===== config.mk =====
export PLATFORM = sky130hd
export DESIGN_NAME = dqpi_sqrt
export DESIGN_NICKNAME = d
export VERILOG_FILES = /design/src/rtl/core/dqpi_pkg.sv /design/src/rtl/core/dqpi_sqrt.sv
export SDC_FILE = /design/constraint.sdc
export NUM_CORES = 1
export LEC_CHECK = 0
export BUFFER_PORTS_ARGS = -buffer_cell sky130_fd_sc_hd__buf_2
export CAP_MARGIN = 10
export CORE_MARGIN = 10
export CORE_UTILIZATION = 53
export CTS_CLUSTER_SIZE = 8
export DETAILED_ROUTE_END_ITERATION = 12
export PLACE_DENSITY = 0.77
export SYNTH_ARGS = -nofsm -noshare
export SYNTH_HDL_FRONTEND = slang
export SYNTH_SLANG_ARGS = --single-unit

===== constraint.sdc =====
create_clock -name clk -period 3.6 [get_ports clk]
set_input_delay 0.18 -clock clk [delete_from_list [all_inputs] [get_ports clk]]
set_output_delay 0.18 -clock clk [all_outputs]
set_load 0.005 [all_outputs]

===== src/rtl/core/dqpi_pkg.sv =====
// dqpi_pkg: shared widths, constants, types and helpers for the dq current PI core.
// Used by dqpi_mul, dqpi_div, dqpi_sqrt and dq_current_pi_with_feedforward_core.
package dqpi_pkg;

  // Field widths
  localparam int VW      = 32;   // currents and voltages, signed Q16.16
  localparam int FRAC    = 16;
  localparam int VDC_W   = 31;
  localparam int INTEG_W = 48;
  localparam int LIM_W   = 47;

  // Serial multiplier: magnitude A times magnitude B, one bit of B per cycle
  localparam int MUL_AW  = 48;
  localparam int MUL_BW  = 32;
  localparam int PROD_W  = MUL_AW + MUL_BW;
  localparam int RES_W   = 64;

  // Serial divider and square root
  localparam int DIVN_W  = VDC_W + FRAC;   // headroom << FRAC
  localparam int DIVD_W  = 32;
  localparam int SQ_W    = 62;
  localparam int ROOT_W  = SQ_W / 2;

  localparam logic [31:0] RPM_TO_RAD = 32'd449767923;   // pi/30, Q0.32
  localparam logic [31:0] INV_SQRT3  = 32'd2479700525;  // 1/sqrt3, Q0.32
  localparam logic [LIM_W-1:0] INTEG_MAX = {LIM_W{1'b1}};

  // Post-multiply shift codes
  localparam logic [1:0] SH0  = 2'd0;
  localparam logic [1:0] SH16 = 2'd1;
  localparam logic [1:0] SH32 = 2'd2;

  // Register indexes
  localparam logic [2:0] REG_KPQ  = 3'd0;
  localparam logic [2:0] REG_KIQ  = 3'd1;
  localparam logic [2:0] REG_KPD  = 3'd2;
  localparam logic [2:0] REG_KID  = 3'd3;
  localparam logic [2:0] REG_IND  = 3'd4;
  localparam logic [2:0] REG_FLUX = 3'd5;
  localparam logic [2:0] REG_PP   = 3'd6;
  localparam logic [2:0] REG_MODE = 3'd7;

  typedef struct packed {
    logic       start;
    logic       a_neg;
    logic       b_neg;
    logic [1:0] sh;
  } mul_req_t;

  function automatic logic signed [31:0] sat32(input logic signed [63:0] v);
    if (v > 64'sd2147483647) return 32'sh7FFFFFFF;
    else if (v < -64'sd2147483648) return 32'sh80000000;
    else return v[31:0];
  endfunction

  function automatic logic signed [63:0] clamp_sym(input logic signed [63:0] v,
                                                   input logic [LIM_W-1:0] lim);
    logic signed [63:0] l;
    l = $signed({17'b0, lim});
    if (v > l) return l;
    else if (v < -l) return -l;
    else return v;
  endfunction

  function automatic logic [MUL_AW-1:0] mag48(input logic signed [63:0] v);
    logic [63:0] t;
    t = (v < 0) ? 64'(-v) : 64'(v);
    return t[MUL_AW-1:0];
  endfunction

  function automatic logic [31:0] mag32(input logic signed [31:0] v);
    return (v < 0) ? 32'(-v) : 32'(v);
  endfunction

endpackage


===== src/rtl/core/dqpi_sqrt.sv =====
// dqpi_sqrt: digit-by-digit integer square root, one root bit per cycle.
// Depends on dqpi_pkg.
module dqpi_sqrt
  import dqpi_pkg::*;
(
  input  logic              clk,
  input  logic              rst_n,
  input  logic              start,
  input  logic [SQ_W-1:0]   radicand,
  output logic              done,
  output logic [ROOT_W-1:0] root
);

  localparam int CW = $clog2(ROOT_W);

  logic [SQ_W-1:0]   rad_r;
  logic [ROOT_W+1:0] rem_r;
  logic [ROOT_W-1:0] root_r;
  logic [CW-1:0]     cnt_r;
  logic              busy_r, done_r;
  logic [ROOT_W+4:0] r2, trial, diff;

  // bring down two bits, try root*4+1
  assign r2    = {1'b0, rem_r, rad_r[SQ_W-1:SQ_W-2]};
  assign trial = {3'b0, root_r, 2'b01};
  assign diff  = r2 - trial;

  always_ff @(posedge clk) begin
    if (!rst_n) begin
      busy_r <= 1'b0;
      done_r <= 1'b0;
      cnt_r  <= '0;
    end else begin
      done_r <= 1'b0;
      if (start) begin
        busy_r <= 1'b1;
        cnt_r  <= '0;
        rad_r  <= radicand;
        rem_r  <= '0;
        root_r <= '0;
      end else if (busy_r) begin
        rad_r <= {rad_r[SQ_W-3:0], 2'b00};
        if (!diff[ROOT_W+4]) begin
          rem_r  <= diff[ROOT_W+1:0];
          root_r <= {root_r[ROOT_W-2:0], 1'b1};
        end else begin
          rem_r  <= r2[ROOT_W+1:0];
          root_r <= {root_r[ROOT_W-2:0], 1'b0};
        end
        cnt_r <= cnt_r + 1'b1;
        if (cnt_r == CW'(ROOT_W - 1)) begin
          busy_r <= 1'b0;
          done_r <= 1'b1;
        end
      end
    end
  end

  assign done = done_r;
  assign root = root_r;

endmodule


==> results.cfg <==
[status]
outcome = finished clean

[die]
die_y_um = 137
ioPinCount = 97
core_area_sq_um = 13300
rows = 42
start_util_pct = 54.5
dieArea_sq_um = 18700
die_x_um = 137

[grt]
grt_pass1_vias = 4987
grt_use_total_pct = 16.9
grt.overflow.total = 0
grt_pass1_wl_um = 25100
grt_max_degree = 58
antenna_found_initial = 3

[setup_path]
critPathMaxFanout = 16
reg2reg_to = rem_r[23]$_SDFFCE_PP0P_
worst-path-stages = 11
critPathTopFamily = compound AO/OA/AOI/OAI gates
path_cells = ha_1 -> nand2_1 -> o2bb2a_1 -> o21ai_2 -> a21oi_4 -> o21bai_2 -> a41oi_4 -> o21ai_4 -> buf_4 -> mux2i_1 -> nor2_1
critPathLaunch = rem_r[5]$_SDFFCE_PP0P_
cpPeakStageDelay_ns = 0.48
r2r_cells = 11
regToRegStartpoint = rem_r[5]$_SDFFCE_PP0P_
startpoint_type = flop
crit_required_ns = 3.75
setup.worst_path.class = flop to flop
crit_buf_inv = 1
end_kind = flop
crit_slowest_cell = o21ai_4
reg2reg_slack_ns = 0.25
arrival_ns = 3.50
endpoint = rem_r[23]$_SDFFCE_PP0P_

[clocking]
post_cts_buffers = 0
clock_latency_ns = 0.42
cts_root_buf = clkbuf_16
htree_num_levels = 4
cts_tree = built
clock-sinks = 133
cts.clk_slew.worst_paths_ns = 0.06
cts_max_path_buffers = 2
cts_buffers = 17
cts_resized = 0
hold_buffers = 0

[pwr]
pwr_density_cell_nw_per_um2 = 524
p_leak_nw = 3.56
ir_worst_vdd_mv = 0.341

[logic_synthesis]
synthDistinctLibCells = 55
ys_warn_count = 0
synthesis.nets = 690
synthCells = 591
syn_area_per_cell_sq_um = 12.3
async_flop_share_pct = 0
syn_area_sq_um = 7240
synth-edff-count = 126
ys.flop_type = edfxtp_1
seq_area_frac_synth_pct = 54.2
ys_seq_elements = 133

[route]
wl_per_cell_um = 17.1
vias = 4821
wirelength_um = 15100
drtAntennaViolNets = 0
drt_iter0_markers = 429
via_per_inst = 5.46
route.detailed.drc = 0
dr.pass1.iters = 5

[run]
cap_violations = 0

[min_path]
hold_path.class = input port to flop
hp-start = radicand[1]

[timing]
clock_skew_ns = 0.0135
slew-limit-headroom_pct = 51.7
worstMarginPinSlew_ns = 0.724
setup_violations = 0
min_period_over_period_pct = 93.0
post-route-min-period_ns = 3.35
hold_violations = 0
fin_tns_setup_ns = 0
rsz0062_at_grt = false
final_max_slew_viol_count = 0
max_freq_mhz = 299

[placed_design]
dp_hpwl_um = 10800
io_buffers = 96
place.gp.congestion = 0.891

[cells_and_area]
final_net_count = 791
drive_gt1_share_pct = 29.9
area.growth.synth_to_final_pct = 17.2
finalCoreUtilization_pct = 63.9
## worst min-delay path by stage
| stage | end | cells after the start | slack [ns] |
|---|---|---|---|
| final | rad_r[1]$_SDFFCE_PN0P_ | 2 | 0.05 |
| after detailed placement | rad_r[1]$_SDFFCE_PN0P_ | 2 | 0.47 |
| after global placement | rad_r[1]$_SDFFCE_PN0P_ | 2 | 0.47 |
| after CTS | rad_r[1]$_SDFFCE_PN0P_ | 2 | 0.03 |
| after floorplan | rad_r[0]$_SDFFCE_PN0P_ | 1 | 0.38 |
| after global routing | rad_r[1]$_SDFFCE_PN0P_ | 2 | 0.05 |
## Yosys cell counts (all sizes together) (9+ instances only)
cell type  count  area, sq um
edfxtp       126         3780
nor2          73          274
mux2          60          676
inv           41          154
ha            34          425
mux2i         22          220
a21oi         21          116
xor2          20          175
a21o          19          143
clkbuf        17         63.8
o21ai         17          100
nand2         16         60.1
xnor2         12          105
o21a          10         75.1
a211oi         9          103
nand2b         9         56.3
nor3           9         45.0
## routing by layer
metal / GRT usage [%] / vias to the layer above / share of wire [%]
met5: 0 / - / 0.086
met4: 5.74 / 2 / 0.63
met3: 6.82 / 11 / 8.3
met2: 26.8 / 139 / 48
met1: 20.4 / 2280 / 43
li1: - / 2389 / -
## logic make-up (layout without fill, tap and decap cells)
| family | after synthesis | in the layout | synth area share, % |
|---|---|---|---|
| AO/OA/AOI/OAI | 112 | 112 | 11.6 |
| XOR/XNOR | 32 | 32 | 3.87 |
| adder cells (fa/ha/maj) | 34 | 34 | 5.87 |
| buffers and inverters | 63 | 177 | 3.54 |
| flip-flops | 133 | 133 | 54.2 |
| multiplexers | 82 | 82 | 12.4 |
| other | 0 | 2 | 0 |
| AND/OR/NAND/NOR | 135 | 135 | 8.53 |
## layout make-up
cell class	count	area, sq um
inverter	41	154
multi-input combinational	395	3070
clock buffer	23	499
fill	1015	4800
sequential	133	3920
timing repair buffer	104	556
tap	176	220
antenna	2	5.00
clock inverter	9	63.8
## flip-flops by register name, indices dropped and copies added, names as in the netlist
register,count
done,1
cnt_r,5
root,31
busy_r,1
rad_r,62
rem_r,33
## layout by cell type, fill, tap and decap left out, types with 5 or more instances in the layout
cell type / synthesis / layout
dfxtp_1: 7 / 7
clkbuf_16: 0 / 18
mux2_2: 60 / 60
nand2_1: 16 / 16
nand2b_1: 9 / 9
ha_1: 34 / 34
o21a_1: 10 / 9
a31oi_1: 6 / 6
nand4_1: 5 / 5
nor3_1: 9 / 9
xor2_1: 20 / 20
o21ai_0: 14 / 14
a21oi_1: 20 / 20
edfxtp_1: 126 / 126
buf_2: 1 / 95
mux2i_1: 22 / 22
xnor2_1: 12 / 12
buf_4: 1 / 8
o211ai_1: 6 / 6
nor2_1: 73 / 73
inv_1: 41 / 41
a211oi_2: 7 / 7
a21o_1: 19 / 19
and3_1: 7 / 7
## power breakdown
part	leakage [nW]	total [mW]	internal, mW	switching, mW
registers	1.27	1.90	1.85	0.0504
logic	2.01	0.899	0.403	0.496
clock network	0.281	1.65	0.982	0.668
total	3.56	4.45	3.24	1.21
## per-stage QoR
step,power [mW],cell area (sq um),instances,setup WS (ns),hold slack (ns)
3_5_place_dp,2.83,7920,849,0.272,0.470
5_1_grt,4.65,8490,881,0.0221,0.0485
4_1_cts,4.48,8490,881,0.253,0.0310
3_3_place_gp,2.79,7920,849,0.424,0.467
2_1_floorplan,2.61,7240,591,0.933,0.384
6_report,4.45,8490,883,0.252,0.0458
(Power assumes the default switching activity.)
