`config.mk`:
```
export PLATFORM = sky130hd
export DESIGN_NAME = dqpi_div
export DESIGN_NICKNAME = d
export VERILOG_FILES = /design/src/rtl/core/dqpi_pkg.sv /design/src/rtl/core/dqpi_div.sv
export SDC_FILE = /design/constraint.sdc
export NUM_CORES = 1
export LEC_CHECK = 0
export CAP_MARGIN = 20
export CORE_MARGIN = 1.5
export CORE_UTILIZATION = 57
export DETAILED_ROUTE_END_ITERATION = 12
export DONT_BUFFER_PORTS = 1
export PLACE_DENSITY = 0.79
export SLEW_MARGIN = 10
export SYNTH_ARGS = -nofsm -noshare
export SYNTH_HDL_FRONTEND = slang
export SYNTH_SLANG_ARGS = --single-unit
export TNS_END_PERCENT = 100
```
`constraint.sdc`:
```
create_clock -name clk -period 8 [get_ports clk]
set_input_delay 0.4 -clock clk [delete_from_list [all_inputs] [get_ports clk]]
set_output_delay 0.4 -clock clk [all_outputs]
set_load 0.02 [all_outputs]
```
`src/rtl/core/dqpi_pkg.sv`:
```
// dqpi_pkg: shared widths, constants, types and helpers for the dq current PI core.
// Used by dqpi_mul, dqpi_div, dqpi_sqrt and dq_current_pi_with_feedforward_core.
package dqpi_pkg;

  // Field widths
  localparam int VW      = 32;   // currents and voltages, signed Q16.16
  localparam int FRAC    = 16;
  localparam int VDC_W   = 31;
  localparam int INTEG_W = 48;
  localparam int LIM_W   = 47;

  // Serial multiplier: magnitude A times magnitude B, one bit of B per cycle
  localparam int MUL_AW  = 48;
  localparam int MUL_BW  = 32;
  localparam int PROD_W  = MUL_AW + MUL_BW;
  localparam int RES_W   = 64;

  // Serial divider and square root
  localparam int DIVN_W  = VDC_W + FRAC;   // headroom << FRAC
  localparam int DIVD_W  = 32;
  localparam int SQ_W    = 62;
  localparam int ROOT_W  = SQ_W / 2;

  localparam logic [31:0] RPM_TO_RAD = 32'd449767923;   // pi/30, Q0.32
  localparam logic [31:0] INV_SQRT3  = 32'd2479700525;  // 1/sqrt3, Q0.32
  localparam logic [LIM_W-1:0] INTEG_MAX = {LIM_W{1'b1}};

  // Post-multiply shift codes
  localparam logic [1:0] SH0  = 2'd0;
  localparam logic [1:0] SH16 = 2'd1;
  localparam logic [1:0] SH32 = 2'd2;

  // Register indexes
  localparam logic [2:0] REG_KPQ  = 3'd0;
  localparam logic [2:0] REG_KIQ  = 3'd1;
  localparam logic [2:0] REG_KPD  = 3'd2;
  localparam logic [2:0] REG_KID  = 3'd3;
  localparam logic [2:0] REG_IND  = 3'd4;
  localparam logic [2:0] REG_FLUX = 3'd5;
  localparam logic [2:0] REG_PP   = 3'd6;
  localparam logic [2:0] REG_MODE = 3'd7;

  typedef struct packed {
    logic       start;
    logic       a_neg;
    logic       b_neg;
    logic [1:0] sh;
  } mul_req_t;

  function automatic logic signed [31:0] sat32(input logic signed [63:0] v);
    if (v > 64'sd2147483647) return 32'sh7FFFFFFF;
    else if (v < -64'sd2147483648) return 32'sh80000000;
    else return v[31:0];
  endfunction

  function automatic logic signed [63:0] clamp_sym(input logic signed [63:0] v,
                                                   input logic [LIM_W-1:0] lim);
    logic signed [63:0] l;
    l = $signed({17'b0, lim});
    if (v > l) return l;
    else if (v < -l) return -l;
    else return v;
  endfunction

  function automatic logic [MUL_AW-1:0] mag48(input logic signed [63:0] v);
    logic [63:0] t;
    t = (v < 0) ? 64'(-v) : 64'(v);
    return t[MUL_AW-1:0];
  endfunction

  function automatic logic [31:0] mag32(input logic signed [31:0] v);
    return (v < 0) ? 32'(-v) : 32'(v);
  endfunction

endpackage

```
`src/rtl/core/dqpi_div.sv`:
```
// dqpi_div: restoring divider, one quotient bit per cycle.
// Depends on dqpi_pkg.
module dqpi_div
  import dqpi_pkg::*;
(
  input  logic              clk,
  input  logic              rst_n,
  input  logic              start,
  input  logic [DIVN_W-1:0] dividend,
  input  logic [DIVD_W-1:0] divisor,
  output logic              done,
  output logic [DIVN_W-1:0] quotient
);

  localparam int CW = $clog2(DIVN_W);

  logic [DIVD_W-1:0] rem_r, d_r;
  logic [DIVN_W-1:0] quo_r;
  logic [CW-1:0]     cnt_r;
  logic              busy_r, done_r;
  logic [DIVD_W+1:0] diff;

  // trial subtract of the divisor from the shifted remainder
  assign diff = {1'b0, rem_r, quo_r[DIVN_W-1]} - {2'b0, d_r};

  always_ff @(posedge clk) begin
    if (!rst_n) begin
      busy_r <= 1'b0;
      done_r <= 1'b0;
      cnt_r  <= '0;
    end else begin
      done_r <= 1'b0;
      if (start) begin
        busy_r <= 1'b1;
        cnt_r  <= '0;
        rem_r  <= '0;
        quo_r  <= dividend;
        d_r    <= divisor;
      end else if (busy_r) begin
        if (!diff[DIVD_W+1]) begin
          rem_r <= diff[DIVD_W-1:0];
          quo_r <= {quo_r[DIVN_W-2:0], 1'b1};
        end else begin
          rem_r <= {rem_r[DIVD_W-2:0], quo_r[DIVN_W-1]};
          quo_r <= {quo_r[DIVN_W-2:0], 1'b0};
        end
        cnt_r <= cnt_r + 1'b1;
        if (cnt_r == CW'(DIVN_W - 1)) begin
          busy_r <= 1'b0;
          done_r <= 1'b1;
        end
      end
    end
  end

  assign done     = done_r;
  assign quotient = quo_r;

endmodule

```
==> results of run 1 <==
cells in the final DEF, fill, tap and decap left out, drive strengths merged, types with 9 or more instances in the layout:
cell    Yosys  layout
nand2      39      39
mux2       46      46
a21oi      60      60
clkbuf     12      18
edfxtp    111     111
ha         34      34
nor2       19      19
inv        47      50
o21ai      36      36
a21o       13      13
xnor2      16      16
nand3      31      31
nor3        9       9
stage by stage:
stage / total power [uW] / setup slack, ps / hold slack (ps) / utilization [%] / cell area [um2]
floorplan: 1070 / 4800 / 458 / - / 6640
global placement: 1130 / 4910 / 470 / 59.4 / 6750
detailed placement: 1140 / 4840 / 491 / 59.4 / 6750
CTS: 1850 / 4820 / 56.7 / 64.3 / 7310
global route: 1930 / 4620 / 57.3 / 64.4 / 7330
finish: 1840 / 4790 / 73.1 / 64.4 / 7330
cells in the mapped netlist, types with 9 or more instances:
master,n
a21o_1,12
a21oi_1,60
clkbuf_1,12
edfxtp_1,111
ha_1,34
inv_1,45
mux2_2,46
nand2_1,39
nand3_1,31
nor2_1,19
nor3_1,9
o21ai_0,16
o21ai_1,19
xnor2_1,16
final cells by class:
| type | count | area (um2) |
|---|---|---|
| Inverter | 47 | 176 |
| Clock inverter | 14 | 126 |
| Tap cell | 143 | 179 |
| Sequential cell | 119 | 3490 |
| Multi-Input combinational cell | 396 | 2880 |
| Clock buffer | 18 | 429 |
| Timing Repair Buffer | 4 | 42.5 |
| Fill cell | 905 | 4040 |
metal layers:
| metal | up-vias | track usage [%] |
|---|---|---|
| met2 | 193 | 40.1 |
| met5 | - | 0 |
| met4 | 2 | 10.8 |
| li1 | 2190 | - |
| met3 | 26 | 9.13 |
| met1 | 2180 | 30.0 |
report_power, final:
part / leakage (uW) / switching, uW / total [uW] / internal, uW
combinational: 0.00137 / 200 / 343 / 143
sequential: 0.00113 / 45.4 / 788 / 743
clock: 0.000262 / 286 / 713 / 428
worst max-delay path, delay by kind of cell (launching register included):
kind / cells / cell delay, ps
flops: 1 / 530
simple gates: 1 / 160
compound gates: 7 / 2040
fa+ha+maj: 1 / 210
buf+inv: 1 / 90
cells by family (layout without fill, tap and decap cells):
kind of cell | after synthesis | in the layout
buffers and inverters | 69 | 83
adder cells (fa/ha/maj) | 35 | 35
multiplexers | 46 | 46
flip-flops | 119 | 119
XOR/XNOR | 23 | 23
AO/OA/AOI/OAI | 159 | 159
AND/OR/NAND/NOR | 133 | 133
worst max-delay path by stage:
stage / start / endpoint / slack, ps / depth (start not counted)
after floorplan: start / quotient[0]$_DFFE_PP_ / 4800 / 3
after global placement: quotient[46]$_DFFE_PP_ / rem_r[30]$_SDFFCE_PP0P_ / 4910 / 11
after detailed placement: quotient[46]$_DFFE_PP_ / rem_r[30]$_SDFFCE_PP0P_ / 4840 / 11
after CTS: quotient[46]$_DFFE_PP_ / rem_r[27]$_SDFFCE_PP0P_ / 4820 / 10
after global routing: quotient[46]$_DFFE_PP_ / rem_r[20]$_SDFFCE_PP0P_ / 4620 / 12
final: quotient[46]$_DFFE_PP_ / rem_r[27]$_SDFFCE_PP0P_ / 4790 / 10
registers in the layout, summed over array words and instances (netlist names):
| signal | cells |
|---|---|
| busy_r | 1 |
| cnt_r | 6 |
| d_r | 32 |
| done | 1 |
| quotient | 47 |
| rem_r | 32 |
==> run metrics, run 1 <==
Total Wirelength=14,400 um; initial core utilization=58.4%; vias in the first global route=4,862; Reg clk slew, reported paths=60 ps; Leakage=0.00276 uW; Arr. time, crit path=3450 ps; R2R cell count=10; met3 routed WL=1190 um; pin count of the biggest net entering global routing=81; Worst Tran Pin Value=597 ps; Critical-path top delay cell=edfxtp_1; Hold Path Class=in2reg; CP max FO=26; Die Y=111 um; first-pass GRT wire length=24,200 um; routability congestion estimate=0.882; number of vias per cell=6.20; flop-to-flop setup slack=4790 ps; unrepaired setup endpoints after global routing=no; Req. time, crit path=8240 ps; row count=39; IO Pins=130; CTS tree=done; clk_skew=6.97 ps; count of input and output buffers=0; hold endpoint=d_r[31]$_DFFE_PP_; CTS root buf=clkbuf_16; max-slew violations=0; share of cells above drive strength 1=15.4%; YS warnings=0; Setup violations, final=0; worst rel slew slack=60.1%; ys async rst share=0%; drt initial violations=361; wire length on met2=7000 um; ratio of final minimum period to clock period=40.1%; Yosys top cell area share=50.2%; Yosys reg bits=119; Crit Path Class=reg2reg; clock sinks=119; synth-to-layout area growth=10.3%; maximum clock insertion buffer count=2; core area=11,400 um2; critical path, cell by cell=inv_1, ha_1, nand2b_1, a21oi_1, o21bai_4, a21o_4, a2111oi_4, o41a_4, o21ai_2, o32ai_2; endpoints failing hold=0; # DRC=0; Antenna Violating Nets Remaining=0; worst ir drop on vdd=0.202 mV; Vias=4,591; Die ar.=12,300 um2; H-tree levels=4; EDFF count, synth=111; XOR/XNOR Fraction of Synth Area=3.03%; Post-Layout Cell Count=741; Post-DP HPWL=9640 um; Reg-to-Reg Start=quotient[46]$_DFFE_PP_; Synth area leader=edfxtp_1; Worst Setup End Kind=flip-flop; post-synthesis sequential area ratio=52.6%; metal1 wirelength=5890 um; CTS buffer count=17; post-CTS sizing=0; Avg Inst Size Synth=11.4 um2; gr usage total=24.8%; maxcap violations=0; Max Clk Rate=312 MHz; complex-gate fraction of the synthesized area=15.8%; crit path launch type=flip-flop; Die W=111 um; post-route minimum period=3210 ps; syn nets=701; Top FF cell, synth=edfxtp_1; largest family of logic cells by synthesized area=compound AO/OA/AOI/OAI gates; Post-Synth Simple-Gate Area=9.87%; mux contribution to synthesized area=7.80%; Syn Inst Count=584; power per cell area=252 nW/um2; post-synthesis cell area=6640 um2; clock latency on the worst-skew pair=420 ps; ranking of synthesized cells by area=edfxtp_1, mux2_2, ha_1; CP max stage delay=530 ps; Setup TNS=0 ps; First-pass DRT Iterations=5; dpl cells=708; total grt overflow=0; library cells used by synthesis=57; ANT cells=0; FF-to-FF End=rem_r[27]$_SDFFCE_PP0P_; hold_buf cts=0; initial antenna violation count=1; Setup Buffers After CTS=0; min-delay src=divisor[31]; top sig layer=met5; Final nets=702; status=finished, final reports clean; Hold Path Stages=0; routed len/inst=19.5 um; adder-cell share of the synthesized area=6.71%
Note: power is estimated with default switching activity, not from simulation.
==> inputs of run 2 (changes only) <==
==> constraint.sdc (replaced) <==
create_clock -name clk -period 3.35 [get_ports clk]
set_input_delay 0.1675 -clock clk [delete_from_list [all_inputs] [get_ports clk]]
set_output_delay 0.1675 -clock clk [all_outputs]
set_load 0.02 [all_outputs]
==> run 2 against run 1 <==
Against the previous run: combinational power grew to 2.8 times the previous value; sequential power is 140% higher; core utilization grew 8.2 points; sequential share of layout area fell by 5.4 points; critical endpoint unchanged; largest power group unchanged; highest routed layer is now met4.
==> run metrics, run 2 (same netlist as run 1, synthesis figures left out) <==
Leakage=0.00316 uW (was 0.00276 uW); Total Wirelength=17,200 um (was 14,400 um); maximum clock insertion buffer count=2 (unchanged); CTS tree=done (unchanged); number of vias per cell=6.17 (was 6.20); total grt overflow=0 (unchanged); most frequent cells in the layout=edfxtp_1, dlygate4sd3_1, a21oi_1, mux2_2, inv_1 (was edfxtp_1, a21oi_1, mux2_2, inv_1, nand2_1); fin area=8260 um2 (was 7330 um2); IO Pins=130 (unchanged); routability congestion estimate=0.860 (was 0.882); pin count of the biggest net entering global routing=81 (unchanged); clock sinks=119 (unchanged); Vias=5,129 (was 4,591); Post-DP HPWL=9600 um (was 9640 um); Reg clk slew, reported paths=60 ps (about the same); Worst Tran Pin Value=576 ps (was 597 ps); post-route minimum period=3140 ps (was 3210 ps); maxcap violations=0 (unchanged); Design Power=4670 uW (was 1840 uW); worst rel slew slack=61.5% (was 60.1%); Die ar.=12,300 um2 (unchanged); worst ir drop on vdd=0.522 mV (was 0.202 mV); Setup violations, final=0 (unchanged); vias in the first global route=5,366 (was 4,862); First-pass DRT Iterations=5 (unchanged); max-slew violations=0 (unchanged); ratio of final minimum period to clock period=93.6% (was 40.1%); unrepaired setup endpoints after global routing=no (unchanged); commonest non-fill, non-tap cell in the layout=edfxtp_1 (unchanged); status=finished, final reports clean (unchanged); Arr. time, crit path=3390 ps (was 3450 ps); Die Y=111 um (unchanged); # DRC=0 (unchanged); initial core utilization=58.4% (unchanged); CTS root buf=clkbuf_16 (unchanged); count of input and output buffers=0 (unchanged); Antenna Violating Nets Remaining=0 (unchanged); Die W=111 um (unchanged); Crit Path Class=reg2reg (unchanged); power per cell area=566 nW/um2 (was 252 nW/um2); clk_skew=10.5 ps (was 6.97 ps); endpoints failing hold=0 (unchanged); max FFs per register=47 (unchanged); CP max FO=26 (unchanged); H-tree levels=4 (unchanged); Hold Path Class=in2reg (unchanged); combinational power share=20.4% (was 18.6%); internal cell power=3300 uW (was 1310 uW); Final nets=791 (was 702); switching share of power=29.4% (was 28.8%); clock latency on the worst-skew pair=430 ps (was 420 ps); Worst Setup End Kind=flip-flop (unchanged); placed inst area=6780 um2 (was 6750 um2); routed len/inst=20.7 um (was 19.5 um); sequential fraction of design power=40.3% (was 42.7%); crit path launch type=flip-flop (unchanged); initial antenna violation count=1 (unchanged); CTS buffer count=17 (unchanged); P_sw=1370 uW (was 531 uW); first-pass GRT wire length=27,700 um (was 24,200 um); gr usage total=28.8% (was 24.8%); Clk pwr share=39.2% (was 38.7%); share of cells above drive strength 1=14.7% (was 15.4%); core area=11,400 um2 (unchanged); row count=39 (unchanged); synth-to-layout area growth=24.3% (was 10.3%); fin util=72.6% (was 64.4%); flop-to-flop setup slack=210 ps (was 4790 ps); Max Clk Rate=319 MHz (was 312 MHz); Req. time, crit path=3600 ps (was 8240 ps); drt initial violations=384 (was 361)
-- run 2: worst paths after layout --
| kind | startpoint | endpoint | cells after the start |
|---|---|---|---|
| worst min-delay path | start | d_r[4]$_DFFE_PP_ | 1 |
| worst max register to register | rem_r[0]$_SDFFCE_PP0P_ | rem_r[27]$_SDFFCE_PP0P_ | 9 |
| worst min register to register | cnt_r[3]$_SDFFE_PP0P_ | cnt_r[3]$_SDFFE_PP0P_ | 2 |
| worst max-delay path | rem_r[0]$_SDFFCE_PP0P_ | rem_r[27]$_SDFFCE_PP0P_ | 9 |
-- run 2: per-stage QoR --
| step | hold slack [ps] | setup WS (ps) | TNS [ps] | instances |
|---|---|---|---|---|
| floorplan | 266 | 380 | 0 | 584 |
| global placement | 266 | 136 | 0 | 712 |
| detailed placement | 266 | -33.2 | -33.2 | 712 |
| CTS | 0.183 | 188 | 0 | 829 |
| global route | 2.47 | 21.4 | 0 | 831 |
| finish | 5.78 | 213 | 0 | 831 |
-- run 2: cell type report --
type | instances | area [um2]
multi-input combinational | 396 | 2890
fill | 733 | 3110
clock inverter | 14 | 149
antenna | 1 | 2.50
inverter | 47 | 176
tap | 143 | 179
clock buffer | 18 | 429
sequential | 119 | 3490
timing repair buffer | 93 | 941
-- run 2: power by group through the flow --
stage,registers [uW],logic [uW],clock network (uW)
4_1_cts,1880,922,1820
3_3_place_gp,1910,789,0
2_1_floorplan,1890,676,0
3_5_place_dp,1910,811,0
6_report,1880,953,1830
5_1_grt,1890,1050,1900
-- run 2: per-layer routing --
layer | wire length, um | vias to the layer above | part of all wire [%] | global-route usage, %
met5 | 0 | - | 0 | 0
met4 | 637 | 0 | 3.7 | 12.6
met3 | 1360 | 47 | 7.9 | 9.35
met2 | 8450 | 265 | 49 | 47.8
met1 | 6780 | 2443 | 39 | 34.2
li1 | - | 2374 | - | -
-- run 2: repair_timing --
item | CTS | global route
gates resized for setup | 0 | 1
setup buffers | 3 | 0
pin swaps | 1 | 1
hold endpoints to repair | 108 | 0
setup endpoints to repair | 2 | 2
hold buffers | 82 | 0
-- run 2: worst max-delay path: stages, from the launching register on --
cell	delay, ps
edfxtp_1	480
ha_1	340
nand2b_1	80
a21oi_1	390
o21bai_4	110
a21o_4	250
a2111oi_4	430
o41a_4	410
o21ai_2	160
o32ai_2	280
