File: config.mk
export PLATFORM = sky130hd
export DESIGN_NAME = dqpi_mul
export DESIGN_NICKNAME = d
export VERILOG_FILES = /design/src/rtl/core/dqpi_pkg.sv /design/src/rtl/core/dqpi_mul.sv
export SDC_FILE = /design/constraint.sdc
export NUM_CORES = 1
export LEC_CHECK = 0
export BUFFER_PORTS_ARGS = -buffer_cell sky130_fd_sc_hd__buf_2
export CELL_PAD_IN_SITES_DETAIL_PLACEMENT = 1
export CELL_PAD_IN_SITES_GLOBAL_PLACEMENT = 2
export CORE_MARGIN = 2
export CORE_UTILIZATION = 37
export DETAILED_ROUTE_END_ITERATION = 7
export PLACE_DENSITY_LB_ADDON = 0.2
export RECOVER_POWER = 100
export SETUP_SLACK_MARGIN = 0.3
export SKIP_LAST_GASP = 1
export SLEW_MARGIN = 20
export SYNTH_ARGS = -nofsm -noshare
export SYNTH_HDL_FRONTEND = slang
export SYNTH_SLANG_ARGS = --single-unit
File: constraint.sdc
create_clock -name clk -period 6.3 [get_ports clk]
set_input_delay 0.315 -clock clk [delete_from_list [all_inputs] [get_ports clk]]
set_output_delay 0.315 -clock clk [all_outputs]
set_load 0.02 [all_outputs]
File: src/rtl/core/dqpi_pkg.sv
// dqpi_pkg: shared widths, constants, types and helpers for the dq current PI core.
// Used by dqpi_mul, dqpi_div, dqpi_sqrt and dq_current_pi_with_feedforward_core.
package dqpi_pkg;

  // Field widths
  localparam int VW      = 32;   // currents and voltages, signed Q16.16
  localparam int FRAC    = 16;
  localparam int VDC_W   = 31;
  localparam int INTEG_W = 48;
  localparam int LIM_W   = 47;

  // Serial multiplier: magnitude A times magnitude B, one bit of B per cycle
  localparam int MUL_AW  = 48;
  localparam int MUL_BW  = 32;
  localparam int PROD_W  = MUL_AW + MUL_BW;
  localparam int RES_W   = 64;

  // Serial divider and square root
  localparam int DIVN_W  = VDC_W + FRAC;   // headroom << FRAC
  localparam int DIVD_W  = 32;
  localparam int SQ_W    = 62;
  localparam int ROOT_W  = SQ_W / 2;

  localparam logic [31:0] RPM_TO_RAD = 32'd449767923;   // pi/30, Q0.32
  localparam logic [31:0] INV_SQRT3  = 32'd2479700525;  // 1/sqrt3, Q0.32
  localparam logic [LIM_W-1:0] INTEG_MAX = {LIM_W{1'b1}};

  // Post-multiply shift codes
  localparam logic [1:0] SH0  = 2'd0;
  localparam logic [1:0] SH16 = 2'd1;
  localparam logic [1:0] SH32 = 2'd2;

  // Register indexes
  localparam logic [2:0] REG_KPQ  = 3'd0;
  localparam logic [2:0] REG_KIQ  = 3'd1;
  localparam logic [2:0] REG_KPD  = 3'd2;
  localparam logic [2:0] REG_KID  = 3'd3;
  localparam logic [2:0] REG_IND  = 3'd4;
  localparam logic [2:0] REG_FLUX = 3'd5;
  localparam logic [2:0] REG_PP   = 3'd6;
  localparam logic [2:0] REG_MODE = 3'd7;

  typedef struct packed {
    logic       start;
    logic       a_neg;
    logic       b_neg;
    logic [1:0] sh;
  } mul_req_t;

  function automatic logic signed [31:0] sat32(input logic signed [63:0] v);
    if (v > 64'sd2147483647) return 32'sh7FFFFFFF;
    else if (v < -64'sd2147483648) return 32'sh80000000;
    else return v[31:0];
  endfunction

  function automatic logic signed [63:0] clamp_sym(input logic signed [63:0] v,
                                                   input logic [LIM_W-1:0] lim);
    logic signed [63:0] l;
    l = $signed({17'b0, lim});
    if (v > l) return l;
    else if (v < -l) return -l;
    else return v;
  endfunction

  function automatic logic [MUL_AW-1:0] mag48(input logic signed [63:0] v);
    logic [63:0] t;
    t = (v < 0) ? 64'(-v) : 64'(v);
    return t[MUL_AW-1:0];
  endfunction

  function automatic logic [31:0] mag32(input logic signed [31:0] v);
    return (v < 0) ? 32'(-v) : 32'(v);
  endfunction

endpackage

File: src/rtl/core/dqpi_mul.sv
// dqpi_mul: bit-serial shift-add multiplier with signed floor shift of the product.
// Depends on dqpi_pkg.
module dqpi_mul
  import dqpi_pkg::*;
(
  input  logic                     clk,
  input  logic                     rst_n,
  input  mul_req_t                 req,
  input  logic [MUL_AW-1:0]        a,
  input  logic [MUL_BW-1:0]        b,
  output logic                     done,
  output logic signed [RES_W-1:0]  res
);

  localparam int CW = $clog2(MUL_BW);

  logic [MUL_AW-1:0] hi_r, a_r;
  logic [MUL_BW-1:0] lo_r;
  logic [CW-1:0]     cnt_r;
  logic              busy_r, done_r, neg_r;
  logic [1:0]        sh_r;
  logic [MUL_AW:0]   sum;
  logic [PROD_W-1:0] prod;
  logic [62:0]       q;
  logic              stk;
  logic [RES_W-1:0]  m;

  // add A when the current multiplier bit is set
  assign sum = {1'b0, hi_r} + (lo_r[0] ? {1'b0, a_r} : '0);

  // step one bit per cycle
  always_ff @(posedge clk) begin
    if (!rst_n) begin
      busy_r <= 1'b0;
      done_r <= 1'b0;
      cnt_r  <= '0;
    end else begin
      done_r <= 1'b0;
      if (req.start) begin
        busy_r <= 1'b1;
        cnt_r  <= '0;
        hi_r   <= '0;
        lo_r   <= b;
        a_r    <= a;
        neg_r  <= req.a_neg ^ req.b_neg;
        sh_r   <= req.sh;
      end else if (busy_r) begin
        hi_r  <= sum[MUL_AW:1];
        lo_r  <= {sum[0], lo_r[MUL_BW-1:1]};
        cnt_r <= cnt_r + 1'b1;
        if (cnt_r == CW'(MUL_BW - 1)) begin
          busy_r <= 1'b0;
          done_r <= 1'b1;
        end
      end
    end
  end

  // shift down with floor rounding for negative results
  assign prod = {hi_r, lo_r};
  always_comb begin
    case (sh_r)
      SH16: begin
        q   = prod[78:16];
        stk = |prod[15:0];
      end
      SH32: begin
        q   = {15'b0, prod[79:32]};
        stk = |prod[31:0];
      end
      default: begin
        q   = prod[62:0];
        stk = 1'b0;
      end
    endcase
    m = {1'b0, q} + RES_W'(stk & neg_r);
  end

  assign res  = neg_r ? -$signed(m) : $signed(m);
  assign done = done_r;

endmodule

==> impl_summary.log, run 1 <==
[metrics] total overflow reported by the global router: 0
[metrics] largest family of logic cells by synthesized area: simple AND/OR/NAND/NOR gates
[metrics] number of buffers added on ports: 151
[metrics] growth of design area from synthesis to finish: 17.2%
[metrics] number of buffers created by CTS: 17
[metrics] worst-path fanout max: 14
[metrics] violations in the final reports: capacitance limit, slew limit
[metrics] Initial DRC Count: 786
[metrics] areal power density over the cells: 241 nW/um^2
[metrics] most area-consuming cells after synthesis: edfxtp_1, xnor2_1, ha_1
[metrics] adder-cell share of the synthesized area: 5.72%
[metrics] Highest Clock Rate: 172 MHz
[metrics] number of failing hold endpoints at the final stage: 0
[metrics] share of the clock period used by the worst path: 92.5%
[metrics] depth of the CTS H-tree: 4
[metrics] Yosys top cell area share: 31.8%
[metrics] post-route DRC violation count: 0
[metrics] final count of negative-setup-slack endpoints: 0
[metrics] overall routed net length: 41,900 um
[metrics] initial antenna violation count: 0
[metrics] post-synthesis share of cell area spent on and, or, nand and nor gates: 24.6%
[metrics] Max IR drop VDD: 190 uV
[metrics] startpoint kind of the worst setup timing path: flop
[metrics] Mapped Nets: 1,509
[metrics] leakage power: 5.38 nW
[metrics] Core ar.: 32,800 sq um
[metrics] largest net degree at the start of global routing: 82
[metrics] Synth async-reset ratio: 0%
[metrics] DR WL/cell: 21.4 um
[metrics] compound-cell area share of the yosys netlist: 18.3%
[metrics] detailed-route via count: 11,300
[metrics] antenna viol nets, final: 0
[metrics] required time of the worst setup path: 5980 ps
[metrics] total negative slack: 0 ps
[metrics] WP data arrival: 5510 ps
[metrics] most area-hungry cell type in the Yosys netlist: edfxtp_1
[metrics] total power: 3.50 mW
[metrics] vias in the first global route: 11,400
[metrics] post-synthesis instance total: 1,366
[metrics] crit end category: primary output
[metrics] proportion of synthesized chip area in sequential cells: 32.9%
[metrics] worst min-delay path category: primary input to flop
[metrics] time the worst path needs with I/O delays and setup: 5830 ps
[metrics] diode insertion count for antenna repair: 0
[metrics] worst-margin pin slew: 2480 ps
[metrics] GRT Resource Usage Total: 23.4%
[metrics] Max-cap violations: 5
[metrics] average size of a mapped cell: 9.07 sq um
[metrics] Post-layout nets: 1,649
[metrics] post-synthesis share of cell area spent on xor and xnor gates: 11.9%
[metrics] Final Worst Setup Slack: 473 ps
[metrics] list of most frequent post-synthesis cells: edfxtp_1, nor2_1, nand2_1
[metrics] area after detailed placement: 13,500 sq um
[metrics] I/O Pins: 152
[metrics] number of synthesized flops with an enable pin: 131
[metrics] initial standard-cell utilization of the core: 37.8%
[metrics] share of cell area taken by muxes after synthesis: 3.32%
[metrics] number of detailed-routing iterations run before antenna repair: 5
[metrics] via density per instance: 5.79
[metrics] number of standard-cell rows in the floorplan: 66
[metrics] clk sinks: 138
[metrics] fraction of layout instances using a drive strength above 1: 20.4%
[metrics] worst slew margin relative to its limit: -65.3%
[metrics] total count of max-transition violations in the final report: 214
[metrics] Main synth FF type: edfxtp_1
[metrics] die area: 34,900 sq um
[metrics] RD Place Congestion: 0.892
[metrics] DP HPWL: 32,500 um
[metrics] count leader, synth: edfxtp_1
[metrics] Chip Width: 187 um
[metrics] unrepaired setup endpoints after global routing: no
[metrics] Synth warnings: 0
[metrics] height of the die: 187 um
[metrics] first-pass GRT wire length: 64,800 um
[metrics] worst-case setup slack after placement: 308 ps
[metrics] flop and latch count out of synthesis: 138
[metrics] clock transition at the registers of the reported paths: 70 ps
[metrics] clk_lat worst skew: 430 ps
[metrics] Final Cell Area: 14,500 sq um
[metrics] clock tree from TritonCTS: built
[metrics] netlist area before placement: 12,400 sq um
[metrics] Setup CP Type: flop to primary output
[metrics] result of the run: complete, but fails checks
[metrics] CTS Buffer Depth: 2
[metrics] library cells used by synthesis: 80
[metrics] buffer cell driving the clock tree root: clkbuf_16
[metrics] Post-Route Skew: 12.3 ps
-- what timing repair did --
item	4_1_cts	5_1_grt
hold buffers	0	0
buffers inserted	2	16
hold endpoints to repair	0	0
pin swaps	3	8
gates resized for setup	10	36
endpoints found under the setup margin	26	31
gates cloned	0	1
-- flip-flops by register name, indices dropped and copies added, names as in the netlist --
name	cells
done	1
sh_r	2
lo_r	32
a_r	48
busy_r	1
hi_r	48
cnt_r	5
neg_r	1
-- placed cells by master (no fill, tap or decap), drive strengths merged, types with 14 or more instances in the layout --
| cell type | n |
|---|---|
| xor2 | 67 |
| and3 | 17 |
| nor4 | 52 |
| nor2 | 107 |
| a221oi | 21 |
| edfxtp | 131 |
| buf | 170 |
| nor3 | 31 |
| and2 | 60 |
| a31oi | 15 |
| nor2b | 31 |
| inv | 29 |
| or2 | 14 |
| ha | 55 |
| o31ai | 23 |
| a221o | 16 |
| clkbuf | 37 |
| nand4 | 34 |
| a22oi | 22 |
| a21oi | 53 |
| nand2b | 23 |
| o21ai | 70 |
| nand3 | 40 |
| nand2 | 102 |
| xnor2 | 101 |
| mux2 | 33 |
| a21o | 28 |
-- stage by stage --
stage | hold slack [ps] | utilization (%) | instances
5_1_grt | 33.7 | 44.3 | 1961
2_1_floorplan | 414 | - | 1366
3_3_place_gp | 483 | 41.3 | 1909
6_report | 51.2 | 44.3 | 1961
4_1_cts | 31.5 | 43.3 | 1943
3_5_place_dp | 493 | 41.3 | 1909
-- logic make-up (layout without fill, tap and decap cells) --
family | Yosys count | count (layout)
multiplexers | 37 | 37
AO/OA/AOI/OAI | 322 | 322
buffers and inverters | 90 | 242
flip-flops | 138 | 138
adder cells (fa/ha/maj) | 56 | 56
XOR/XNOR | 168 | 168
AND/OR/NAND/NOR | 555 | 556
-- power by group --
group | internal [mW] | switching, mW
Combinational | 0.494 | 0.819
Sequential | 1.10 | 0.0933
Clock | 0.559 | 0.434
Total | 2.15 | 1.35
-- critical path, cell delays in order (launching register included) --
cell and delay, ps:
edfxtp_1 450, ha_4 390, buf_4 240, a221oi_1 110, or4_4 580, or4_4 650
or4_4 570, or4_4 560, a2111oi_4 380, o211ai_2 140, nor2b_2 180, nand2_4 140
o31ai_1 360, xnor2_1 160, buf_2 180
-- metal layers --
| layer | vias to the layer above | share of wire (%) | GRT usage [%] |
|---|---|---|---|
| met1 | 5538 | 48 | 32.9 |
| met5 | - | 0 | 0 |
| met2 | 313 | 46 | 36.8 |
| met3 | 54 | 4.8 | 3.55 |
| met4 | 0 | 2.1 | 7.23 |
| li1 | 5440 | - | - |
-- final timing paths --
kind	start	to	slack [ps]	cells after the start
worst max-delay path	sh_r[1]	res[60]	470	14
worst min-delay path	a[36]	a_r[36]	50	1
worst max register to register	lo_r[0]	hi_r[47]	1290	16
worst min register to register	cnt_r[3]	cnt_r[3]	530	2
-- layout make-up --
| class | count | area (sq um) |
|---|---|---|
| fill | 3860 | 18300 |
| sequential | 138 | 4070 |
| timing repair buffer | 190 | 1050 |
| multi-input combinational | 1139 | 8180 |
| clock inverter | 15 | 154 |
| clock buffer | 17 | 425 |
| inverter | 20 | 78.8 |
| tap | 442 | 553 |
(Power assumes the default switching activity.)
==> inputs of run 2 (changes only) <==
--- a/config.mk
+++ b/config.mk
@@ -11,7 +11,7 @@
 export CORE_MARGIN = 2
 export CORE_UTILIZATION = 37
 export DETAILED_ROUTE_END_ITERATION = 7
-export PLACE_DENSITY_LB_ADDON = 0.2
+export PLACE_DENSITY = 0.89
 export RECOVER_POWER = 100
 export SETUP_SLACK_MARGIN = 0.3
 export SKIP_LAST_GASP = 1
@@ -19,3 +19,4 @@
 export SYNTH_ARGS = -nofsm -noshare
 export SYNTH_HDL_FRONTEND = slang
 export SYNTH_SLANG_ARGS = --single-unit
+export TNS_END_PERCENT = 5
==> run 2 against run 1 <==
Against the previous run:
- the flow still finishes with violations (capacitance limit, slew limit)
- die area is the same
- critical endpoint is now res[63]
- critical path type unchanged
- critical path depth up 1
- non-clock buffer count up 2
- sequential power about the same
- power shrank 1.1%
- setup slack worse by 68 ps
- final cell count about the same
- highest routed layer unchanged
==> impl_summary.log, run 2 (synthesized netlist as in run 1, its figures left out) <==
[metrics] DP HPWL: 31,900 um (-1.9%)
[metrics] RD Place Congestion: 0.896 (+0.40%)
[metrics] diode insertion count for antenna repair: 0 (unchanged)
[metrics] share of the clock period used by the worst path: 93.6% (+1.1 points)
[metrics] time the worst path needs with I/O delays and setup: 5890 ps (+67.8 ps)
[metrics] Top Usage Layer GRT: met2
[metrics] largest registers: a_r x48, hi_r x48, lo_r x32
[metrics] worst-case setup slack after placement: 348 ps (+40.2 ps)
[metrics] clk sinks: 138 (unchanged)
[metrics] detailed-route via count: 11,500 (+1.6%)
[metrics] CTS Buffer Depth: 2 (unchanged)
[metrics] vias in the first global route: 11,400 (+0.45%)
[metrics] initial antenna violation count: 0 (unchanged)
[metrics] Chip Width: 187 um (unchanged)
[metrics] worst-path fanout max: 24 (+10)
[metrics] met3 Usage GRT: 2.66% (-0.88 points)
[metrics] worst slew margin relative to its limit: -120% (-55 points)
[metrics] number of buffers created by CTS: 17 (unchanged)
[metrics] clock transition at the registers of the reported paths: 60 ps (about the same)
[metrics] buffer cell driving the clock tree root: clkbuf_16
[metrics] total overflow reported by the global router: 0 (unchanged)
[metrics] areal power density over the cells: 238 nW/um^2 (-1.2%)
[metrics] number of buffers added on ports: 151 (unchanged)
[metrics] post-route DRC violation count: 0 (unchanged)
[metrics] Util after Layout: 44.3% (about the same)
[metrics] total count of max-transition violations in the final report: 165 (-23%)
[metrics] Highest Clock Rate: 170 MHz (-1.1%)
[metrics] Post-Route Skew: 11.3 ps (-0.961 ps)
[metrics] Core ar.: 32,800 sq um (unchanged)
[metrics] I/O Pins: 152 (unchanged)
[metrics] Max IR drop VDD: 142 uV (-25%)
[metrics] depth of the CTS H-tree: 4 (unchanged)
[metrics] met2 Track Usage GR: 37.1% (+0.33 points)
[metrics] clock tree from TritonCTS: built
[metrics] clk_lat worst skew: 440 ps (about the same)
[metrics] startpoint kind of the worst setup timing path: flop
[metrics] fill count: 3,826 (-0.88%)
[metrics] leakage power: 5.33 nW (-1.0%)
[metrics] first-pass GRT wire length: 63,800 um (-1.7%)
[metrics] total power: 3.46 mW (-1.1%)
[metrics] die area: 34,900 sq um (unchanged)
[metrics] growth of design area from synthesis to finish: 17.2% (about the same)
[metrics] DR WL/cell: 21.3 um (-0.33%)
[metrics] Final Worst Setup Slack: 406 ps (-67.8 ps)
[metrics] Setup CP Type: flop to primary output
[metrics] Post-layout nets: 1,650 (+0.061%)
[metrics] fraction of layout instances using a drive strength above 1: 20.0% (-0.41 points)
[metrics] most frequent cells in the layout: edfxtp_1, buf_2, nor2_1, nand2_1, xnor2_1
[metrics] number of standard-cell rows in the floorplan: 66 (unchanged)
[metrics] height of the die: 187 um (unchanged)
[metrics] required time of the worst setup path: 5980 ps (about the same)
[metrics] crit end category: primary output
[metrics] worst-margin pin slew: 3300 ps (+823 ps)
[metrics] Max-cap violations: 3 (-2)
[metrics] final count of negative-setup-slack endpoints: 0 (unchanged)
[metrics] GRT Resource Usage Total: 22.9% (-0.41 points)
[metrics] number of failing hold endpoints at the final stage: 0 (unchanged)
[metrics] WP data arrival: 5580 ps (+70 ps)
[metrics] initial standard-cell utilization of the core: 37.8% (unchanged)
[metrics] antenna viol nets, final: 0 (unchanged)
[metrics] Initial DRC Count: 950 (+21%)
[metrics] via density per instance: 5.87 (+1.5%)
[metrics] violations in the final reports: capacitance limit, slew limit
[metrics] largest net degree at the start of global routing: 82 (unchanged)
[metrics] result of the run: complete, but fails checks
[metrics] overall routed net length: 41,800 um (-0.28%)
[metrics] most common library cell in the layout ignoring fill and taps: edfxtp_1
[metrics] unrepaired setup endpoints after global routing: yes
[metrics] total negative slack: 0 ps (unchanged)
[metrics] worst min-delay path category: primary input to flop
[metrics] met1 capacity usage during global routing: 31.8% (-1.2 points)
[metrics] number of detailed-routing iterations run before antenna repair: 5 (unchanged)
[run 2: stage by stage]
stage / std cells / instance area (sq um) / hold WS (ps)
2_1_floorplan: 1366 / 12400 / 414
6_report: 1962 / 14500 / 50.6
3_3_place_gp: 1907 / 13500 / 485
4_1_cts: 1944 / 14100 / 30.2
3_5_place_dp: 1907 / 13500 / 493
5_1_grt: 1962 / 14500 / 30.7
[run 2: where the power goes]
group / total, mW / switching [mW] / internal (mW)
registers: 1.19 / 0.0915 / 1.10
clock network: 0.960 / 0.416 / 0.545
logic: 1.31 / 0.822 / 0.484
[run 2: critical path: stages (launching register included)]
cell	delay, ps
edfxtp_1	430
inv_1	120
ha_4	280
buf_6	200
nor2b_1	160
or4_1	540
or4_1	700
or4_4	590
or4_4	550
a2111oi_4	390
o211ai_2	150
nor2b_2	180
nand2_4	140
o41ai_2	360
xnor2_1	150
buf_2	180
[run 2: metal layers]
metal  share of wire [%]  wire, um
met3                 4.1      1720
met2                  46     19400
met4                 2.7      1150
met1                  47     19600
met5                   0         0
[run 2: final cells by class]
class                           instances  area [sq um]  share of cell area (%)
Timing Repair Buffer                  192          1050                    7.24
Clock buffer                           19           433                    2.98
Sequential cell                       138          4070                    28.1
Inverter                               20          78.8                   0.543
Clock inverter                         13           121                   0.836
Tap cell                              442           553                    3.81
Multi-Input combinational cell       1138          8200                    56.5
[run 2: repair_timing]
| action | CTS | global route |
|---|---|---|
| pin swaps | 3 | 9 |
| hold buffers | 0 | 0 |
| setup endpoints to repair | 23 | 31 |
| endpoints found under the hold margin | 0 | 0 |
| resized for setup | 6 | 53 |
| buffers inserted | 5 | 17 |
[run 2: final timing paths]
kind,slack [ps],start,cells past startpoint,end
hold reg to reg,510,cnt_r[4],2,cnt_r[4]
setup / recovery,410,sh_r[0],15,res[63]
hold / removal,50,a[18],1,a_r[18]
setup reg to reg,1320,lo_r[0],16,hi_r[47]
==> inputs of run 3 (changes only) <==
--- a/config.mk
+++ b/config.mk
@@ -5,13 +5,14 @@
 export SDC_FILE = /design/constraint.sdc
 export NUM_CORES = 1
 export LEC_CHECK = 0
-export BUFFER_PORTS_ARGS = -buffer_cell sky130_fd_sc_hd__buf_2
 export CELL_PAD_IN_SITES_DETAIL_PLACEMENT = 1
 export CELL_PAD_IN_SITES_GLOBAL_PLACEMENT = 2
 export CORE_MARGIN = 2
-export CORE_UTILIZATION = 37
+export CORE_UTILIZATION = 42
+export CTS_BUF_LIST = sky130_fd_sc_hd__clkbuf_4 sky130_fd_sc_hd__clkbuf_8
 export DETAILED_ROUTE_END_ITERATION = 7
-export PLACE_DENSITY = 0.89
+export DONT_BUFFER_PORTS = 1
+export PLACE_DENSITY = 0.91
 export RECOVER_POWER = 100
 export SETUP_SLACK_MARGIN = 0.3
 export SKIP_LAST_GASP = 1
==> run 3 against run 2 <==
Against the previous run:
- the flow still finishes with violations (capacitance limit, slew limit)
- critical endpoint is now res[59]
- largest cell class unchanged
- clock power fell by 28%
- highest routed layer is now met5
- sequential share of layout area increased by 1.2 points
- final cell count fell by 8.1%
==> impl_summary.log, run 3 (synthesized netlist as in run 1, its figures left out) <==
[metrics] result of the run: complete, but fails checks
[metrics] violations in the final reports: capacitance limit, slew limit
[metrics] number of detailed-routing iterations run before antenna repair: 5 (unchanged)
[metrics] number of buffers added on ports: 0 (-100%)
[metrics] worst-path fanout max: 25 (+4.2%)
[metrics] DP HPWL: 30,600 um (-4.2%)
[metrics] fill count: 3,303 (-14%)
[metrics] largest registers: a_r x48, hi_r x48, lo_r x32
[metrics] Post-Route Skew: 23.2 ps (+11.9 ps)
[metrics] detailed-route via count: 11,300 (-2.3%)
[metrics] depth of the CTS H-tree: 4 (unchanged)
[metrics] number of buffers created by CTS: 17 (unchanged)
[metrics] CTS Buffer Depth: 2 (unchanged)
[metrics] start point of the worst hold path: req[4]
[metrics] worst reg2reg path startpoint: lo_r[0]
[metrics] I/O Pins: 152 (unchanged)
[metrics] post-route DRC violation count: 0 (unchanged)
[metrics] number of failing hold endpoints at the final stage: 0 (unchanged)
[metrics] first-pass GRT wire length: 61,900 um (-3.0%)
[metrics] fraction of layout instances using a drive strength above 1: 11.4% (-8.6 points)
[metrics] areal power density over the cells: 223 nW/um^2 (-6.2%)
[metrics] total power: 3.11 mW (-10%)
[metrics] instance count along the most critical hold path: 1 (unchanged)
[metrics] overall routed net length: 40,700 um (-2.5%)
[metrics] startpoint kind of the worst setup timing path: flop
[metrics] Max-cap violations: 2 (-1)
[metrics] number of standard-cell rows in the floorplan: 62 (-6.1%)
[metrics] time the worst path needs with I/O delays and setup: 5970 ps (+77.7 ps)
[metrics] vias in the first global route: 11,000 (-3.5%)
[metrics] DR WL/cell: 22.6 um (+6.0%)
[metrics] worst slew margin relative to its limit: -202% (-82 points)
[metrics] buffer cell driving the clock tree root: clkbuf_8
[metrics] Critical path origin: sh_r[0]
[metrics] height of the die: 176 um (-6.0%)
[metrics] stage delay of the slowest cell on the critical path: 640 ps (-60 ps)
[metrics] area after detailed placement: 12,800 sq um (-5.7%)
[metrics] growth of design area from synthesis to finish: 12.4%
[metrics] Highest Clock Rate: 167 MHz (-1.3%)
[metrics] Post-layout nets: 1,545 (-6.4%)
[metrics] total overflow reported by the global router: 0 (unchanged)
[metrics] share of the clock period used by the worst path: 94.8% (+1.2 points)
[metrics] final count of negative-setup-slack endpoints: 0 (unchanged)
[metrics] antenna viol nets, final: 0 (unchanged)
[metrics] clk sinks: 138 (unchanged)
[metrics] total count of max-transition violations in the final report: 134 (-19%)
[metrics] clock tree from TritonCTS: built
[metrics] Core ar.: 28,900 sq um (-12%)
[metrics] leakage power: 4.90 nW (-8.0%)
[metrics] crit end category: primary output
[metrics] Initial DRC Count: 1,034 (+8.8%)
[metrics] RD Place Congestion: 0.873 (-2.6%)
[metrics] total negative slack: 0 ps (unchanged)
[metrics] unrepaired setup endpoints after global routing: yes
[metrics] worst hold margin: 51.2 ps (+0.625 ps)
[metrics] via density per instance: 6.24 (+6.2%)
[metrics] footprint of the flip-flops and latches: 4070 sq um (unchanged)
[metrics] most frequent cell on the critical path: or4_4
[metrics] initial standard-cell utilization of the core: 42.9% (+5.1 points)
[metrics] worst-path cell chain: inv_1, ha_4, buf_6, nor2b_1, or4_4, or4_4, or4_4, or4_4, a2111oi_4, o211ai_2, nor2b_2, nand2_4, o41ai_1, xnor2_2
[metrics] largest net degree at the start of global routing: 83 (+1.2%)
[metrics] required time of the worst setup path: 5980 ps (about the same)
[metrics] Max IR drop VDD: 133 uV (-6.0%)
[metrics] worst min-delay path category: primary input to flop
[metrics] clock transition at the registers of the reported paths: 90 ps (+30 ps)
[metrics] WP data arrival: 5660 ps (+80 ps)
[metrics] Final Cell Area: 13,900 sq um (-4.1%)
[metrics] Worst Reg2Reg Path Length in Cells: 16 (unchanged)
[metrics] most frequent cells in the layout: edfxtp_1, nor2_1, nand2_1, xnor2_1, xor2_1
[metrics] clk_lat worst skew: 470 ps (+30 ps)
[metrics] Chip Width: 176 um (-6.0%)
[metrics] worst-margin pin slew: 4530 ps (+1230 ps)
[metrics] die area: 30,900 sq um (-12%)
[metrics] initial antenna violation count: 6 (+6)
[metrics] GRT Resource Usage Total: 25.5% (+2.5 points)
[metrics] most common library cell in the layout ignoring fill and taps: edfxtp_1
[metrics] area occupied by multi-input gates: 8130 sq um (-0.87%)
[metrics] Setup CP Type: flop to primary output
[metrics] master of the slowest instance on the critical path: or4_4
[run 3: worst max-delay path, delay by kind of cell (launching register included)]
family | cells | cell delay [ps]
compound gates | 3 | 1060
fa+ha+maj | 1 | 300
buf+inv | 2 | 350
simple gates | 7 | 2800
xor+xnor | 1 | 230
flops | 1 | 450
[run 3: through the flow]
stage | util, % | cells | setup slack (ps)
6_report | 48.2 | 1804 | 328
5_1_grt | 48.2 | 1804 | 122
4_1_cts | 47.5 | 1792 | 276
3_5_place_dp | 44.2 | 1707 | 527
3_3_place_gp | 44.2 | 1707 | 704
2_1_floorplan | - | 1366 | 475
[run 3: final cells by class]
class                      count  share of cell area (%)
antenna                        5                  0.0899
clock buffer                  19                    1.79
clock inverter                13                   0.863
inverter                      20                   0.566
multi-input combinational   1139                    58.4
sequential                   138                    29.3
tap                          384                    3.45
timing repair buffer          86                    5.55
[run 3: final timing paths]
path                    to  slack [ps]
hold / removal    hi_r[10]          50
hold reg to reg   cnt_r[4]         550
setup reg to reg  hi_r[47]        1360
setup / recovery   res[59]         330
[run 3: repair_timing]
item	4_1_cts	5_1_grt
gates resized for setup	8	41
buffers inserted	3	6
hold endpoints to repair	50	0
hold buffers	50	0
pin swaps	2	9
setup endpoints to repair	16	24
cloned	0	1
[run 3: report_power, final]
group,switching (mW),internal (mW)
logic,0.789,0.435
registers,0.0905,1.10
clock network,0.373,0.322
total,1.25,1.86
[run 3: routing by layer]
layer  GRT usage, %  vias to the layer above  part of all wire (%)
met5              0                        -                 0.032
li1               -                     5227                     -
met4           9.23                        2                   2.9
met2           40.8                      404                    46
met1           35.1                     5543                    45
met3           3.61                       83                   5.6
